[config.mk]
export PLATFORM = sky130hd
export DESIGN_NAME = mtmr_addr_map
export DESIGN_NICKNAME = d
export VERILOG_FILES = /design/src/mtmr_pkg.sv /design/src/mtmr_addr_map.sv
export SDC_FILE = /design/constraint.sdc
export NUM_CORES = 1
export LEC_CHECK = 0
export BUFFER_PORTS_ARGS = -buffer_cell sky130_fd_sc_hd__buf_4
export CORE_UTILIZATION = 43
export DETAILED_ROUTE_END_ITERATION = 16
export MAX_ROUTING_LAYER = met4
export PLACE_DENSITY = 0.75
export RECOVER_POWER = 100
export SYNTH_ARGS = -nofsm -noshare
export SYNTH_HDL_FRONTEND = slang
export SYNTH_SLANG_ARGS = --single-unit
[constraint.sdc]
create_clock -name vclk -period 7.75
set_input_delay 0.775 -clock vclk [all_inputs]
set_output_delay 0.775 -clock vclk [all_outputs]
set_load 0.01 [all_outputs]
[src/mtmr_pkg.sv]
// shared constants, types and dimension clamping for the mirror tiled matrix reader
package mtmr_pkg;

  // source matrix capacity
  localparam int MAX_ROWS = 32;
  localparam int MAX_COLS = 32;

  // field widths
  localparam int IDX_W  = 7;
  localparam int DATA_W = 64;
  localparam int DIM_W  = 6;

  // wide enough for 3 * MAX and for the flattened address arithmetic
  localparam int EXT_W  = 10;
  localparam int ROW_W  = (MAX_ROWS > 1) ? $clog2(MAX_ROWS) : 1;
  localparam int COL_W  = (MAX_COLS > 1) ? $clog2(MAX_COLS) : 1;
  localparam int DEPTH  = MAX_ROWS * MAX_COLS;
  localparam int ADDR_W = (DEPTH > 1) ? $clog2(DEPTH) : 1;
  localparam int AEXT_W = ADDR_W + 2;

  // item functions
  localparam logic FUNC_WRITE = 1'b0;
  localparam logic FUNC_READ  = 1'b1;

  // configuration register indexes
  localparam int CFG_IDX_W = 1;
  localparam logic [CFG_IDX_W-1:0] CFG_ROWS = 1'b0;
  localparam logic [CFG_IDX_W-1:0] CFG_COLS = 1'b1;

  // mapping result passed from the index map to the top level
  typedef struct packed {
    logic              ok;
    logic [ADDR_W-1:0] addr;
  } map_res_t;

  // clamp a register value to the capacity of its axis
  function automatic logic [EXT_W-1:0] eff_dim(input logic [DIM_W-1:0] reg_val,
                                               input logic [EXT_W-1:0] cap);
    logic [EXT_W-1:0] v;
    v = EXT_W'(reg_val);
    return (v > cap) ? cap : v;
  endfunction

endpackage

[src/mtmr_addr_map.sv]
// maps write and tiled read coordinates onto a source store address
module mtmr_addr_map (
  input  logic                        func,
  input  logic [mtmr_pkg::IDX_W-1:0]  row_index,
  input  logic [mtmr_pkg::IDX_W-1:0]  col_index,
  input  logic [mtmr_pkg::DIM_W-1:0]  rows_in_use,
  input  logic [mtmr_pkg::DIM_W-1:0]  cols_in_use,
  output mtmr_pkg::map_res_t          map_res
);

  logic [mtmr_pkg::EXT_W-1:0] nr;
  logic [mtmr_pkg::EXT_W-1:0] nc;
  logic [mtmr_pkg::EXT_W-1:0] tr;
  logic [mtmr_pkg::EXT_W-1:0] tc;
  logic [mtmr_pkg::EXT_W-1:0] nr2;
  logic [mtmr_pkg::EXT_W-1:0] nr3;
  logic [mtmr_pkg::EXT_W-1:0] nc2;
  logic [mtmr_pkg::EXT_W-1:0] nc3;
  logic [mtmr_pkg::EXT_W-1:0] sr;
  logic [mtmr_pkg::EXT_W-1:0] sc;
  logic                       row_ok;
  logic                       col_ok;
  logic [mtmr_pkg::AEXT_W-1:0] addr_ext;

  // effective dimensions and tile boundaries
  assign nr  = mtmr_pkg::eff_dim(rows_in_use, mtmr_pkg::EXT_W'(mtmr_pkg::MAX_ROWS));
  assign nc  = mtmr_pkg::eff_dim(cols_in_use, mtmr_pkg::EXT_W'(mtmr_pkg::MAX_COLS));
  assign tr  = mtmr_pkg::EXT_W'(row_index);
  assign tc  = mtmr_pkg::EXT_W'(col_index);
  assign nr2 = nr << 1;
  assign nr3 = nr2 + nr;
  assign nc2 = nc << 1;
  assign nc3 = nc2 + nc;

  // row axis: direct on write, mirrored tile select on read
  always_comb begin
    if (func == mtmr_pkg::FUNC_WRITE) begin
      row_ok = (tr < nr);
      sr     = tr;
    end else begin
      row_ok = (nr != '0) && (tr < nr3);
      if (tr < nr) begin
        sr = nr - 1'b1 - tr;
      end else if (tr < nr2) begin
        sr = tr - nr;
      end else begin
        sr = nr3 - 1'b1 - tr;
      end
    end
  end

  // column axis
  always_comb begin
    if (func == mtmr_pkg::FUNC_WRITE) begin
      col_ok = (tc < nc);
      sc     = tc;
    end else begin
      col_ok = (nc != '0) && (tc < nc3);
      if (tc < nc) begin
        sc = nc - 1'b1 - tc;
      end else if (tc < nc2) begin
        sc = tc - nc;
      end else begin
        sc = nc3 - 1'b1 - tc;
      end
    end
  end

  // flattened address row * MAX_COLS + col
  assign addr_ext = mtmr_pkg::AEXT_W'(sr[mtmr_pkg::ROW_W-1:0])
                    * mtmr_pkg::AEXT_W'(mtmr_pkg::MAX_COLS)
                    + mtmr_pkg::AEXT_W'(sc[mtmr_pkg::COL_W-1:0]);

  assign map_res.ok   = row_ok && col_ok;
  assign map_res.addr = addr_ext[mtmr_pkg::ADDR_W-1:0];

endmodule

== Word-level counts from Yosys, hierarchy flattened ==
Index checks and enable logic that the tools add are counted.

* Register bits after elaboration: 0
* Bits in latches: 0
* Bits in writable memories: 0
* Bits in read-only memories: 0
* Output and inout bits: 11
* Memories: 0

* Add/subtract/negate cells: 13
* Multiply operators: 0
* Div/mod/pow operators: 0
* Order comparisons: 8
* Equal/unequal tests: 0
* Shift-type cells: 0
* Muxes and demuxes: 10
* Bitwise operators: 0
* Reductions and logical operators: 5

{| class="wikitable"
|+ Operators with widths
! kind !! number
|-
| 5-bit two-way mux || 6
|-
| 5-bit subtractor || 6
|-
| 10-bit nonzero test || 2
|-
| 5-bit by 1-bit subtractor with 5-bit output, second input constant || 4
|-
| 7-bit by 6-bit adder with 8-bit output || 2
|-
| 7-bit by 8-bit less-than comparator with 1-bit output || 2
|-
| 7-bit by 6-bit less-than comparator with 1-bit output || 2
|-
| 7-bit less-than comparator || 2
|-
| 6-bit greater-than comparator, second input constant || 2
|-
| 6-bit two-way mux || 2
|-
| 10-bit by 5-bit adder with 10-bit output || 1
|-
| 1-bit logical AND || 3
|-
| 1-bit two-way mux || 2
|}

== Logic depth before layout (Yosys ltp) ==
Gate-level depths: netlist of run 1.

* Word-level depth: 9
* Depth in mapped cells: 14
* Depth with buffers taken out: 14

== Worst setup path before layout of run 1 ==
OpenSTA, ideal clock, no wires.

* Kind: input to output
* From: input port rows_in_use[5] in the netlist's numbering
* To: output port map_res[10] in the netlist's numbering
* Arrival: 3.073 ns
* Required time: 6.975 ns
* Setup slack: 3.902 ns
* Cell stages on the path: 14
* Buffers on the path: 0
* Cells stage by stage: inv_1 nand2_1 inv_1 ha_1 a21o_1 a21oi_1 nor2b_1 nor2_1 mux2i_1 ha_1 a311o_1 a211oi_1 a311oi_1 o21ai_0

{| class="wikitable"
|+ RTL lines
! what !! RTL line !! RTL
|-
| start: declaration || mtmr_addr_map.sv:6 || <nowiki>input logic [mtmr_pkg::DIM_W-1:0] rows_in_use,</nowiki>
|-
| end: declaration || mtmr_addr_map.sv:8 || <nowiki>output mtmr_pkg::map_res_t map_res</nowiki>
|}

==> results of run 1 <==
-- cells in the mapped netlist, types with 6 or more instances --
library cell / count / area, sq um
a21oi_1: 22 / 110.1
nor2b_1: 6 / 37.54
nor2_1: 21 / 78.83
inv_1: 35 / 131.4
o21ai_0: 7 / 35.03
mux2i_1: 8 / 80.08
nand2_1: 11 / 41.29
xnor2_1: 10 / 87.58
ha_1: 56 / 700.7
a21o_1: 8 / 60.06
xor2_1: 12 / 105.1
fa_1: 6 / 120.1
nand2b_1: 10 / 62.56
-- worst paths after layout --
path,slack [ps],cells past startpoint,end,startpoint
min,1920,4,map_res[5],row_index[0]
max,3380,16,map_res[10],rows_in_use[5]
-- through the flow --
stage	total power [mW]	std cells	hold slack [ps]
floorplan	0.1443	275	1722
global placement	0.1988	373	1936
detailed placement	0.2036	373	1945
CTS	0.2045	373	1946
global route	0.2188	373	1953
finish	0.1965	373	1923
-- layout by cell type (no fill, tap or decap), types with 2 or more instances in the layout --
cell type  instances
a211oi_2           2
a21o_1             8
a21oi_1           22
a221oi_1           2
a311oi_1           3
a41o_1             2
buf_4             30
clkbuf_1           9
fa_1               6
ha_1              56
inv_1             35
mux2i_1            8
nand2_1           11
nand2b_1          10
nand3_1            5
nand4_1            2
nor2_1            21
nor2b_1            6
nor2b_4            2
nor4_1             2
o211ai_1           4
o21a_1             2
o21ai_0            7
o221ai_1           4
o22ai_1            2
o31ai_1            4
o32ai_1            4
o41ai_1            2
or2_2              2
or3_1              2
or4_1              4
xnor2_1           10
xor2_1            12
-- power groups by stage --
| stage | Sequential, mW | Combinational (mW) | Clock, mW |
|---|---|---|---|
| final | 0 | 0.196 | 0 |
| after global routing | 0 | 0.219 | 0 |
| after CTS | 0 | 0.205 | 0 |
| after detailed placement | 0 | 0.204 | 0 |
| after global placement | 0 | 0.199 | 0 |
| after floorplan | 0 | 0.144 | 0 |
-- layer usage --
layer	vias to the layer above	part of all wire	GRT usage
met2	38	0.48	0.3749
li1	1046	-	-
met5	-	0	-
met4	0	0	0.004357
met3	0	0.032	0.002762
met1	930	0.49	0.2790
-- area by class of cell --
class	count	share of cell area
multi-input cells	232	0.8053
repair buffers	39	0.1063
inverters	35	0.05393
well taps	67	0.03441
-- kinds of logic after synthesis --
family                     synth area share
AOI/OAI and AO/OA                    0.2394
adders and majority gates            0.3812
muxes                               0.03719
buffers and inverters               0.08251
and+or+nand+nor                      0.1703
xor gates and xnor gates            0.08948
==> qor.txt, run 1 <==
status - finished, final reports clean
Nets - 397
Total GRT Usage - 0.2091
Seq cells - 0
Final Util - 0.5090
Via Count - 2014
Slew HR - 0.1513
Storage cell area - 0 sq um
RSZ-0062 raised after global routing - false
total wire length - 5.294 mm
Worst EP required - 6970 ps
worst slew pin tran - 1269 ps
Final min period - 4369 ps
Placement Cell Area - 2484 sq um
cell row count - 25
initial antenna violation count - 0
Power Dens Cells - 80.66 nW/um^2
core area - 4786 sq um
Sw Share - 0.5529
maximum number of pins on one net before global-route repair - 23
cell count after synthesis - 275
Setup TNS - 0 ps
Setup-failing EPs final - 0
# port buffers - 38
Max Freq - 228.9 MHz
syn nets - 364
Placer Congestion - 0.8956
Chip Width - 72.77 microns
mapped cell area - 2153 sq um
antenna cell count - 0
Slowest cell on crit path - a311o_1
final hold violations - 0
DP Worst Slack - 3421 ps
fin worst setup slack - 3381 ps
Mean Syn Cell Area - 7.830 sq um
layout cells sized above 1 - 0.1242
first-pass GRT wire length - 8.707 mm
first drt pass iteration count - 4
antenna-violating nets left - 0
Die ar. - 5295 sq um
Leak Pwr - 1.284 nW
Setup Fix Bufs, Post-CTS - 0
post-synth cell types - 41
sequential fraction of the synthesis area - 0
Final Cell Area - 2436 sq um
Int Power - 87.86 uW
WL/cell - 14.19 microns
Initial Util - 0.4499
Buffers & Inverters on Critical Path - 4
Die Height - 72.77 microns
part of the power in the clock network - 0
area of the multi-input gates - 1962 sq um
PostCTS Resize Cnt - 0
Ys Warns - 0
# Max-Cap Violations - 0
critical path cell sequence - buf_4 > inv_1 > nand2_1 > inv_1 > ha_1 > a21o_1 > a21oi_1 > nor2b_1 > nor2_1 > mux2i_1 > ha_1 > a311o_1 > a211oi_1 > a311oi_1 > o21ai_0 > clkbuf_1
layout clock buffer count - 0
Iteration-0 DRC Markers - 46
top cell family by delay on the critical path - compound AO/OA/AOI/OAI gates
min-delay worst type - input port to primary output
dpl hpwl - 4.623 mm
nature of the critical path startpoint - input port
vias in the first global route - 1898
crit end category - primary output
area grow syn2layout - 13.13%
fin crit share - 0.5638
Residual DRC - 0
GRT overflow - 0
Crit Path Class - input port to primary output
CP peak stage delay - 330 ps
mean number of vias per cell - 5.399
Hold-fix buffers, CTS - 0
CP Max Fanout - 6
Ports - 38
Seq pwr share - 0
combinational share of power - 1.000
maximum vdd ir drop - 0.04347 mV
NetSw - 108.6 uW
# fillers - 473
Worst Path Arrival - 3590 ps
Max Slew Vio Count - 0
(Power assumes the default switching activity.)
==> inputs of run 2 (changes only) <==
Settings changed: PLACE_DENSITY 0.75 to 0.77.
Clock period 7.75 ns to 3.7 ns, I/O delays scaled along.
==> qor.txt, run 2 (synthesis gave the netlist of run 1 again) <==
status - finished, final reports clean
Via Count - 2039 (+1.2%)
Critical Path Start - rows_in_use[5]
total wire length - 5.134 mm (-3.0%)
Setup TNS - 0 ps (unchanged)
CP peak stage delay - 330 ps (about the same)
WL/cell - 13.73 microns (-3.3%)
Power Dens Cells - 168.9 nW/um^2 (+110%)
first-pass GRT wire length - 8.459 mm (-2.8%)
mean number of vias per cell - 5.452 (+0.97%)
most frequent cells in the layout - 56 x ha_1, 34 x inv_1, 32 x buf_4, 22 x a21oi_1, 21 x nor2_1
GRT overflow - 0 (unchanged)
maximum vdd ir drop - 0.07217 mV (+66%)
Iteration-0 DRC Markers - 107 (+130%)
Hold-fix buffers, CTS - 0 (unchanged)
layout cells sized above 1 - 0.1498 (+0.02565)
Initial Util - 0.4499 (unchanged)
initial antenna violation count - 0 (unchanged)
HP Start - row_index[0]
critical path cell sequence - buf_4 > inv_1 > nand2_1 > inv_2 > ha_1 > a21o_1 > a21oi_1 > nor2b_1 > nor2_1 > mux2i_1 > ha_1 > a311o_1 > a211oi_1 > a311oi_1 > o21ai_0 > buf_4
Chip Width - 72.77 microns (unchanged)
min-delay worst type - input port to primary output
commonest non-fill, non-tap cell in the layout - ha_1
maximum number of pins on one net before global-route repair - 23 (unchanged)
cell row count - 25 (unchanged)
layout clock buffer count - 0 (unchanged)
Final min period - 3458 ps
Storage cell area - 0 sq um (unchanged)
Seq cells - 0 (unchanged)
crit end category - primary output
fin worst setup slack - 242.3 ps (-3138 ps)
Placer Congestion - 0.9050 (+1.0%)
DP Worst Slack - 200.3 ps (-3220 ps)
Slowest cell on crit path - a311o_1
Die ar. - 5295 sq um (unchanged)
first drt pass iteration count - 4 (unchanged)
Crit Path Class - input port to primary output
# port buffers - 38 (unchanged)
Nets - 398 (+0.25%)
Max Freq - 289.2 MHz
Worst Path Arrival - 3090 ps (-500 ps)
Total GRT Usage - 0.2066 (-0.002445)
CP Max Fanout - 6 (unchanged)
worst slew pin tran - 763.4 ps (-505.7 ps)
Residual DRC - 0 (unchanged)
Die Height - 72.77 microns (unchanged)
antenna-violating nets left - 0 (unchanged)
area grow syn2layout - 14.82%
Max Slew Vio Count - 0 (unchanged)
dpl hpwl - 4.422 mm (-4.3%)
# Max-Cap Violations - 0 (unchanged)
Leak Pwr - 1.296 nW (+0.96%)
core area - 4786 sq um (unchanged)
final hold violations - 0 (unchanged)
top cell family by delay on the critical path - compound AO/OA/AOI/OAI gates
Setup Fix Bufs, Post-CTS - 0 (unchanged)
# fillers - 468 (-1.1%)
vias in the first global route - 1901 (+0.16%)
nature of the critical path startpoint - input port
fin crit share - 0.9345
Worst EP required - 3330 ps (-3640 ps)
Setup-failing EPs final - 0 (unchanged)
antenna cell count - 0 (unchanged)
Ports - 38 (unchanged)
Buffers & Inverters on Critical Path - 4 (unchanged)
RSZ-0062 raised after global routing - false
Slew HR - 0.4911 (+0.3398)
-- run 2: cell types whose count changed in the layout (fill, tap and decap cells not counted), moves of 2 or more --
cell and change:
a221oi_2 +2, nand2_2 +2, a221oi_1 -2, nand2_1 -2, buf_4 +2
-- run 2: through the flow --
stage	area, sq um	util	hold WS (ps)	power [mW]	cells
6_report	2472	0.5166	1109	0.4175	374
4_1_cts	2491	0.5205	1130	0.4264	374
5_1_grt	2472	0.5166	1138	0.4659	374
3_3_place_gp	2491	0.5205	1130	0.4154	374
2_1_floorplan	2153	-	912.5	0.3022	275
3_5_place_dp	2491	0.5205	1133	0.4244	374
-- run 2: path summary, 6_finish.rpt --
path | end | slack [ps] | cells past startpoint
setup / recovery | map_res[10] | 240 | 16
hold / removal | map_res[5] | 1110 | 4
-- run 2: layout make-up --
cell class	instances	area [sq um]	area share
multi-input combinational	232	1987	0.8036
timing repair buffer	40	270.3	0.1093
inverter	35	131.4	0.05314
tap	67	83.83	0.03391
-- run 2: timing repair --
action | CTS | global route
endpoints found under the hold margin | 0 | 0
setup endpoints to repair | 0 | 1
gates resized for setup | 0 | 4
-- run 2: power by group --
group | total, mW | switching (mW) | internal (mW)
combinational | 0.418 | 0.228 | 0.189
clock | 0 | 0 | 0
sequential | 0 | 0 | 0
-- run 2: metal layers --
layer  global-route usage  vias to the layer above  share of wire
met4              0.02179                        0          0.011
met1               0.2666                      946           0.49
met3             0.002762                        6          0.023
met2               0.3738                       34           0.48
li1                     -                     1053              -
met5                    -                        -              0
